[src/rtl/core/tlrp_pkg.sv]
`timescale 1ns / 1ps

package tlrp_pkg;

  localparam int unsigned REC_LEN_W = 24;

  localparam logic [7:0] CHAR_COLON = 8'h3A;
  localparam logic [7:0] CHAR_ZERO  = 8'h30;
  localparam logic [7:0] RADIX      = 8'd10;

  localparam logic [1:0] KIND_HEADER = 2'd0;
  localparam logic [1:0] KIND_DATA   = 2'd1;
  localparam logic [1:0] KIND_ERROR  = 2'd2;

  localparam logic [1:0] ERR_NONE     = 2'd0;
  localparam logic [1:0] ERR_NONDIGIT = 2'd1;
  localparam logic [1:0] ERR_OVERFLOW = 2'd2;
  localparam logic [1:0] ERR_EARLY    = 2'd3;

  typedef struct packed {
    logic [7:0] in_byte;
    logic       end_of_input;
  } in_item_t;

  typedef struct packed {
    logic [1:0]           kind;
    logic [7:0]           record_type;
    logic [REC_LEN_W-1:0] record_length;
    logic [7:0]           data_byte;
    logic                 record_end;
    logic [1:0]           error;
  } out_item_t;

  typedef struct packed {
    logic     vld;
    in_item_t item;
  } in_stage_t;

  typedef struct packed {
    logic      vld;
    out_item_t item;
  } res_t;

endpackage

[src/rtl/core/tlrp_ifs.sv]
`timescale 1ns / 1ps

interface tlrp_in_if import tlrp_pkg::*; ();
  logic       valid;
  logic       ready;
  logic [7:0] in_byte;
  logic       end_of_input;

  modport source (output valid, output in_byte, output end_of_input, input ready);
  modport sink   (input valid, input in_byte, input end_of_input, output ready);
endinterface

interface tlrp_out_if import tlrp_pkg::*; ();
  logic                 valid;
  logic                 ready;
  logic [1:0]           kind;
  logic [7:0]           record_type;
  logic [REC_LEN_W-1:0] record_length;
  logic [7:0]           data_byte;
  logic                 record_end;
  logic [1:0]           error;

  modport source (output valid, output kind, output record_type, output record_length,
                  output data_byte, output record_end, output error, input ready);
  modport sink   (input valid, input kind, input record_type, input record_length,
                  input data_byte, input record_end, input error, output ready);
endinterface

[src/rtl/core/tlrp_in_reg.sv]
`timescale 1ns / 1ps

module tlrp_in_reg import tlrp_pkg::*; (
  input  logic       clk,
  input  logic       rst_n,
  tlrp_in_if.sink    in_if,
  input  logic       adv,
  output in_stage_t  stage
);

  logic     vld_r;
  logic     vld_nxt;
  in_item_t item_r;
  logic     take;

  assign in_if.ready = !vld_r || adv;
  assign take        = in_if.valid && in_if.ready;

  always_comb begin
    vld_nxt = vld_r;
    if (take) begin
      vld_nxt = 1'b1;
    end else if (adv) begin
      vld_nxt = 1'b0;
    end
  end

  always_ff @(posedge clk) begin
    if (!rst_n) begin
      vld_r <= 1'b0;
    end else begin
      vld_r <= vld_nxt;
    end
  end

  always_ff @(posedge clk) begin
    if (take) begin
      item_r.in_byte      <= in_if.in_byte;
      item_r.end_of_input <= in_if.end_of_input;
    end
  end

  assign stage.vld  = vld_r;
  assign stage.item = item_r;

endmodule

[src/rtl/core/tlrp_parse.sv]
`timescale 1ns / 1ps

module tlrp_parse import tlrp_pkg::*; #(
  parameter int unsigned LENGTH_BITS = 24
) (
  input  logic      clk,
  input  logic      rst_n,
  input  in_stage_t stage,
  input  logic      adv,
  output res_t      res
);

  typedef enum logic [1:0] {
    PH_TYPE = 2'd0,
    PH_LEN  = 2'd1,
    PH_DATA = 2'd2,
    PH_SKIP = 2'd3
  } phase_t;

  phase_t                 phase_r, phase_nxt;
  logic [7:0]             type_hold_r, type_hold_nxt;
  logic [LENGTH_BITS-1:0] accum_r, accum_nxt;
  logic [LENGTH_BITS-1:0] left_r, left_nxt;

  logic                   step;
  logic [7:0]             b;
  logic                   last;
  logic [7:0]             digit;
  logic                   is_digit;
  logic [LENGTH_BITS+3:0] acc_w;
  logic [LENGTH_BITS+3:0] next_len;
  logic                   ovf;
  logic [31:0]            accum_ext;
  logic                   empty;
  logic                   fin;

  assign step      = stage.vld && adv;
  assign b         = stage.item.in_byte;
  assign last      = stage.item.end_of_input;
  assign digit     = b - CHAR_ZERO;
  assign is_digit  = digit < RADIX;
  assign acc_w     = {4'b0000, accum_r};
  assign next_len  = (acc_w << 3) + (acc_w << 1) + {{LENGTH_BITS{1'b0}}, digit[3:0]};
  assign ovf       = |next_len[LENGTH_BITS+3:LENGTH_BITS];
  assign accum_ext = 32'(accum_r);
  assign empty     = (accum_r == '0);
  assign fin       = (left_r <= LENGTH_BITS'(1));

  always_comb begin
    phase_nxt     = phase_r;
    type_hold_nxt = type_hold_r;
    accum_nxt     = accum_r;
    left_nxt      = left_r;

    res.vld                = 1'b0;
    res.item.kind          = KIND_HEADER;
    res.item.record_type   = type_hold_r;
    res.item.record_length = '0;
    res.item.data_byte     = '0;
    res.item.record_end    = 1'b0;
    res.item.error         = ERR_NONE;

    if (step) begin
      case (phase_r)
        PH_TYPE: begin
          type_hold_nxt = b;
          accum_nxt     = '0;
          left_nxt      = '0;
          phase_nxt     = PH_LEN;
        end
        PH_LEN: begin
          if (b == CHAR_COLON) begin
            res.vld                = 1'b1;
            res.item.kind          = KIND_HEADER;
            res.item.record_length = accum_ext[REC_LEN_W-1:0];
            res.item.record_end    = empty;
            res.item.error         = (!empty && last) ? ERR_EARLY : ERR_NONE;
            left_nxt               = accum_r;
            phase_nxt              = empty ? PH_TYPE : PH_DATA;
          end else if (is_digit) begin
            if (ovf) begin
              res.vld        = 1'b1;
              res.item.kind  = KIND_ERROR;
              res.item.error = ERR_OVERFLOW;
              phase_nxt      = PH_SKIP;
            end else begin
              accum_nxt = next_len[LENGTH_BITS-1:0];
            end
          end else begin
            res.vld        = 1'b1;
            res.item.kind  = KIND_ERROR;
            res.item.error = ERR_NONDIGIT;
            phase_nxt      = PH_SKIP;
          end
        end
        PH_DATA: begin
          res.vld                = 1'b1;
          res.item.kind          = KIND_DATA;
          res.item.record_length = accum_ext[REC_LEN_W-1:0];
          res.item.data_byte     = b;
          res.item.record_end    = fin;
          res.item.error         = (!fin && last) ? ERR_EARLY : ERR_NONE;
          if (fin) begin
            left_nxt  = '0;
            phase_nxt = PH_TYPE;
          end else begin
            left_nxt = left_r - {{(LENGTH_BITS-1){1'b0}}, 1'b1};
          end
        end
        default: begin
        end
      endcase

      if (last) begin
        phase_nxt = PH_TYPE;
        left_nxt  = '0;
      end
    end
  end

  always_ff @(posedge clk) begin
    if (!rst_n) begin
      phase_r     <= PH_TYPE;
      type_hold_r <= '0;
      accum_r     <= '0;
      left_r      <= '0;
    end else begin
      phase_r     <= phase_nxt;
      type_hold_r <= type_hold_nxt;
      accum_r     <= accum_nxt;
      left_r      <= left_nxt;
    end
  end

endmodule

[src/rtl/core/tlrp_out_reg.sv]
`timescale 1ns / 1ps

module tlrp_out_reg import tlrp_pkg::*; (
  input  logic       clk,
  input  logic       rst_n,
  input  res_t       res,
  output logic       adv,
  tlrp_out_if.source out_if
);

  logic      vld_r;
  out_item_t item_r;

  assign adv = !vld_r || out_if.ready;

  always_ff @(posedge clk) begin
    if (!rst_n) begin
      vld_r <= 1'b0;
    end else if (adv) begin
      vld_r <= res.vld;
    end
  end

  always_ff @(posedge clk) begin
    if (adv && res.vld) begin
      item_r <= res.item;
    end
  end

  assign out_if.valid         = vld_r;
  assign out_if.kind          = item_r.kind;
  assign out_if.record_type   = item_r.record_type;
  assign out_if.record_length = item_r.record_length;
  assign out_if.data_byte     = item_r.data_byte;
  assign out_if.record_end    = item_r.record_end;
  assign out_if.error         = item_r.error;

endmodule

[src/rtl/core/typed_length_prefixed_record_parser_top.sv]
`timescale 1ns / 1ps

// Typed length-prefixed record parser: one byte per transaction on in_if, at most one
// result per byte on out_if. A byte passes an input register, the parser state update,
// and a result register. A byte is taken every cycle as long as out_if keeps up; a stalled
// result holds both registers. Each record is a type
// byte, a decimal length of up to LENGTH_BITS bits, a colon and the payload bytes. A bad
// length gives one error result and skips to end_of_input; a string that ends with
// payload still owed is flagged with error 3 and that record should be discarded.

module typed_length_prefixed_record_parser_top import tlrp_pkg::*; #(
  parameter int unsigned LENGTH_BITS = 24
) (
  input  logic       clk,
  input  logic       rst_n,
  tlrp_in_if.sink    in_if,
  tlrp_out_if.source out_if
);

  in_stage_t stage;
  res_t      res;
  logic      adv;

  tlrp_in_reg u_in_reg (
    .clk   (clk),
    .rst_n (rst_n),
    .in_if (in_if),
    .adv   (adv),
    .stage (stage)
  );

  tlrp_parse #(
    .LENGTH_BITS (LENGTH_BITS)
  ) u_parse (
    .clk   (clk),
    .rst_n (rst_n),
    .stage (stage),
    .adv   (adv),
    .res   (res)
  );

  tlrp_out_reg u_out_reg (
    .clk    (clk),
    .rst_n  (rst_n),
    .res    (res),
    .adv    (adv),
    .out_if (out_if)
  );

endmodule

[src/flat_wrapper.sv]
// flat-port wrapper written by rule: the top's interface ports become plain ports
module typed_length_prefixed_record_parser_top_flat import tlrp_pkg::*;
#(
  parameter int unsigned LENGTH_BITS = 24
)
  (clk, rst_n, in_if_valid, in_if_in_byte, in_if_end_of_input, in_if_ready, out_if_valid, out_if_kind, out_if_record_type, out_if_record_length, out_if_data_byte, out_if_record_end, out_if_error, out_if_ready);
  tlrp_in_if in_if_i ();
  tlrp_out_if out_if_i ();
  input  logic clk;
  input  logic rst_n;
  input wire logic [$bits(in_if_i.valid)-1:0] in_if_valid;
  input wire logic [$bits(in_if_i.in_byte)-1:0] in_if_in_byte;
  input wire logic [$bits(in_if_i.end_of_input)-1:0] in_if_end_of_input;
  output wire logic [$bits(in_if_i.ready)-1:0] in_if_ready;
  output wire logic [$bits(out_if_i.valid)-1:0] out_if_valid;
  output wire logic [$bits(out_if_i.kind)-1:0] out_if_kind;
  output wire logic [$bits(out_if_i.record_type)-1:0] out_if_record_type;
  output wire logic [$bits(out_if_i.record_length)-1:0] out_if_record_length;
  output wire logic [$bits(out_if_i.data_byte)-1:0] out_if_data_byte;
  output wire logic [$bits(out_if_i.record_end)-1:0] out_if_record_end;
  output wire logic [$bits(out_if_i.error)-1:0] out_if_error;
  input wire logic [$bits(out_if_i.ready)-1:0] out_if_ready;
  assign in_if_i.valid = in_if_valid;
  assign in_if_i.in_byte = in_if_in_byte;
  assign in_if_i.end_of_input = in_if_end_of_input;
  assign in_if_ready = in_if_i.ready;
  assign out_if_valid = out_if_i.valid;
  assign out_if_kind = out_if_i.kind;
  assign out_if_record_type = out_if_i.record_type;
  assign out_if_record_length = out_if_i.record_length;
  assign out_if_data_byte = out_if_i.data_byte;
  assign out_if_record_end = out_if_i.record_end;
  assign out_if_error = out_if_i.error;
  assign out_if_i.ready = out_if_ready;
  typed_length_prefixed_record_parser_top #(.LENGTH_BITS(LENGTH_BITS)) u_core (.clk(clk), .rst_n(rst_n), .in_if(in_if_i), .out_if(out_if_i));
endmodule
[config.mk]
export PLATFORM = sky130hd
export DESIGN_NAME = typed_length_prefixed_record_parser_top_flat
export DESIGN_NICKNAME = d
export VERILOG_FILES = /design/src/rtl/core/tlrp_pkg.sv /design/src/rtl/core/tlrp_ifs.sv /design/src/rtl/core/tlrp_in_reg.sv /design/src/rtl/core/tlrp_parse.sv /design/src/rtl/core/tlrp_out_reg.sv /design/src/rtl/core/typed_length_prefixed_record_parser_top.sv /design/src/flat_wrapper.sv
export SDC_FILE = /design/constraint.sdc
export NUM_CORES = 1
export LEC_CHECK = 0
export BUFFER_PORTS_ARGS = -buffer_cell sky130_fd_sc_hd__buf_2
export CAP_MARGIN = 20
export CORE_MARGIN = 1.5
export CORE_UTILIZATION = 40
export CTS_CLUSTER_DIAMETER = 60
export CTS_CLUSTER_SIZE = 25
export DETAILED_ROUTE_END_ITERATION = 6
export PLACE_DENSITY_LB_ADDON = 0.3
export SLEW_MARGIN = 20
export SYNTH_ARGS = -nofsm -noshare
export SYNTH_HDL_FRONTEND = slang
export SYNTH_SLANG_ARGS = --single-unit
export TNS_END_PERCENT = 20
[constraint.sdc]
create_clock -name clk -period 11.3 [get_ports clk]
set_input_delay 3.39 -clock clk [delete_from_list [all_inputs] [get_ports clk]]
set_output_delay 3.39 -clock clk [all_outputs]
set_load 0.1 [all_outputs]
==> results.cfg <==
[run_status]
status = completed

[routing]
drtIter0Drc = 383
vias = 5425
dr.pass1.iters = 5
post-route-drc-count = 0
route.detailed.wl_per_inst_microns = 16.6
wl_mm = 16.3
antenna_left = 0
vias_per_cell = 5.52

[grt]
grt_max_degree = 46
antenna_found_initial = 0
grt_pass1_wl_mm = 26.5
grtUsageTotal_pct = 18.9
first_global_vias = 5191
grt-ovfl-total = 0

[timing]
rsz0062_at_grt = no
clock_skew_ps = 10.5
hold_ws_ps = 428
setup_tns_ps = 0
layout_min_cycle_time_ps = 7510
fmax_mhz = 133
drv_slew = 0
fin_crit_sh_pct = 66.4
setup_violations = 0
finalHoldViolCount = 0
worstMarginPinSlew_ps = 828
maxSlewHeadroom_pct = 44.8

[clock_network]
cts_hold_buffers = 0
cts_setup_buffers = 0
cts_tree = built
cts-buffers-inserted = 17
h-tree-depth = 4
cts_resized = 0
clk_path_buf_depth = 2
cts_root_buffer = clkbuf_16
clk_pin_slew_worst_paths_ps = 60
clk_latency_ps = 420
cts_sinks = 114

[die]
dieHeight_microns = 133
die_area_sq_um = 17700
die_x_microns = 133
initial_core_util_pct = 40.8
io_pins = 60
core_sq_um = 16600
placementRows = 47

[synth]
synth_seq_area_share_pct = 41.7
synth_nets = 772
yosys.area.top_type = edfxtp_1
synth_top_area_share_pct = 24.0
ys_ff_latch = 114
async_flop_share_pct = 0
synth_area_leaders = edfxtp_1 (24%), dfxtp_1 (18%), ha_1 (9.6%), nand2_1 (4.9%), o22ai_2 (3.7%)
avgSynthCellArea_sq_um = 9.60
yosysWarnings = 0
syn_inst = 705
synth-edff-count = 54
ys_types = 68
ys.flop_type = dfxtp_1
syn_area_sq_um = 6770

[placement]
place_congestion = 0.849
hpwlAfterDp_mm = 11.6
portBuffers = 59

[worst_setup_path]
cp_common_cell = buf_2
path_class = input port to output pin
end_kind = output pin
crit_arrival_ps = 4120
reg2reg_from = u_core.u_parse.accum_r[0]
cp-start-kind = input port
path_delay_family = buffers and inverters
setup.worst_path.start = out_if_ready
critPathBufInv = 2
worst_path_largest_cell_delay_ps = 300
cp_max_fo = 4
required_ps = 7910
slowest_stage = buf_2
cp_cell_sequence = buf_2 > nor2b_1 > nand2_1 > buf_2

[hold_path]
hold_class = flip-flop to flip-flop
hp-start = u_core.u_parse.type_hold_r[1]

[cells_and_area]
drive_above_1_share_pct = 18.0
n_antenna_cell = 0
nets = 817
area_growth_pct = 15.0
fin_util_pct = 46.9

[job]
maxCapViolCount = 0

[pwr]
powerDensity_nw_per_um2 = 129
irDropWorstVdd_v = 0.0000879
p_total_uw = 1010
leakagePower_uw = 0.00312
[flip-flops by register name, summed over array words and instances (netlist names)]
signal                                 flops
u_core.u_in_reg.stage                      9
u_core.u_in_reg.vld_r                      1
u_core.u_out_reg.out_if.data_byte          8
u_core.u_out_reg.out_if.error              2
u_core.u_out_reg.out_if.kind               2
u_core.u_out_reg.out_if.record_end         1
u_core.u_out_reg.out_if.record_length     24
u_core.u_out_reg.out_if.record_type        8
u_core.u_out_reg.out_if.valid              1
u_core.u_parse.accum_r                    24
u_core.u_parse.left_r                     24
u_core.u_parse.phase_r                     2
u_core.u_parse.type_hold_r                 8
[per-layer routing]
metal / vias up / wire, microns / part of all wire, % / track usage (%)
met5: - / 0 / 0 / 0
met4: 0 / 311 / 1.9 / 6.65
met3: 24 / 740 / 4.5 / 3.52
met2: 151 / 7810 / 48 / 31.5
met1: 2562 / 7480 / 46 / 24.7
li1: 2688 / - / - / -
[layout by cell type (no fill, tap or decap), types with 3 or more instances in the layout]
cell type	n
xor2_1	18
o211ai_1	6
o22ai_1	4
nor4_1	14
nand2_1	89
nor3_1	17
buf_2	59
nor2_1	32
nand2b_1	4
and3_1	14
ha_1	52
dfxtp_1	60
nand3_1	21
o21ai_1	5
nor2b_1	6
o21a_1	3
a21o_1	9
edfxtp_1	54
o21ai_0	42
a31oi_1	5
a21boi_0	10
and2_1	28
or4_1	3
o22ai_2	20
inv_1	23
xnor2_1	14
a21oi_1	42
a32oi_1	7
buf_4	4
clkbuf_16	17
nand4_1	7
inv_6	7
a22oi_1	12
[kinds of logic (layout without fill, tap and decap cells)]
| group | Yosys count | after routing | share of synthesized area (%) |
|---|---|---|---|
| xor+xnor | 32 | 32 | 4.14 |
| buf+inv | 60 | 118 | 4.07 |
| mux | 2 | 2 | 0.296 |
| fa+ha+maj | 54 | 54 | 10.2 |
| simple gates | 249 | 249 | 18.7 |
| flops | 114 | 114 | 41.7 |
| compound gates | 194 | 194 | 20.9 |
[cells in the mapped netlist (all sizes together), types with 3 or more instances]
cell and number:
inv 23, o21a 3, a32oi 7, ha 52, o211ai 6, o22ai 24, clkbuf 28, dfxtp 60
nor4 15, nor2 32, nand2 90, xor2 18, and2 28, a211oi 3, a21o 10, nor3 17
buf 9, nand4 7, xnor2 14, or4 4, nand3 22, a21boi 11, and3 15, edfxtp 54
o21ai 49, nand2b 4, a21oi 45, nor2b 6, a31oi 6, a22oi 12
[cell type report]
class | count | area (sq um)
sequential | 114 | 2820
multi-input combinational | 531 | 3680
tap | 220 | 275
timing repair buffer | 63 | 325
clock inverter | 15 | 168
clock buffer | 17 | 425
inverter | 23 | 86.3
fill | 1612 | 8800
[stage by stage]
step | setup WS, ps | cell area, sq um | instances
6_report | 3790 | 7780 | 983
4_1_cts | 3790 | 7770 | 983
2_1_floorplan | 3740 | 6770 | 705
5_1_grt | 3730 | 7780 | 983
3_5_place_dp | 3800 | 7180 | 951
3_3_place_gp | 3840 | 7180 | 951
[final timing paths]
path	endpoint	slack, ps	cells after the start
worst max-delay path	in_if_ready	3790	4
worst min-delay path	u_core.u_out_reg.out_if.record_type[1]	430	0
worst max register to register	u_core.u_out_reg.out_if.record_length[5]	6860	12
worst min register to register	u_core.u_out_reg.out_if.record_type[1]	430	0
[worst register-to-register path, delay by kind of cell (launching register included)]
kind                     cells  cell delay [ps]
flip-flops                   1              490
adder cells (fa/ha/maj)      2              870
AND/OR/NAND/NOR              1              600
AO/OA/AOI/OAI                7             1950
buffers and inverters        2              200
[where the power goes]
part | total [uW] | internal (uW) | switching [uW] | leakage (uW)
Combinational | 29.4 | 8.31 | 21.1 | 0.00185
Sequential | 440 | 435 | 4.91 | 0.000974
Clock | 538 | 330 | 208 | 0.000292
(Power assumes the default switching activity.)
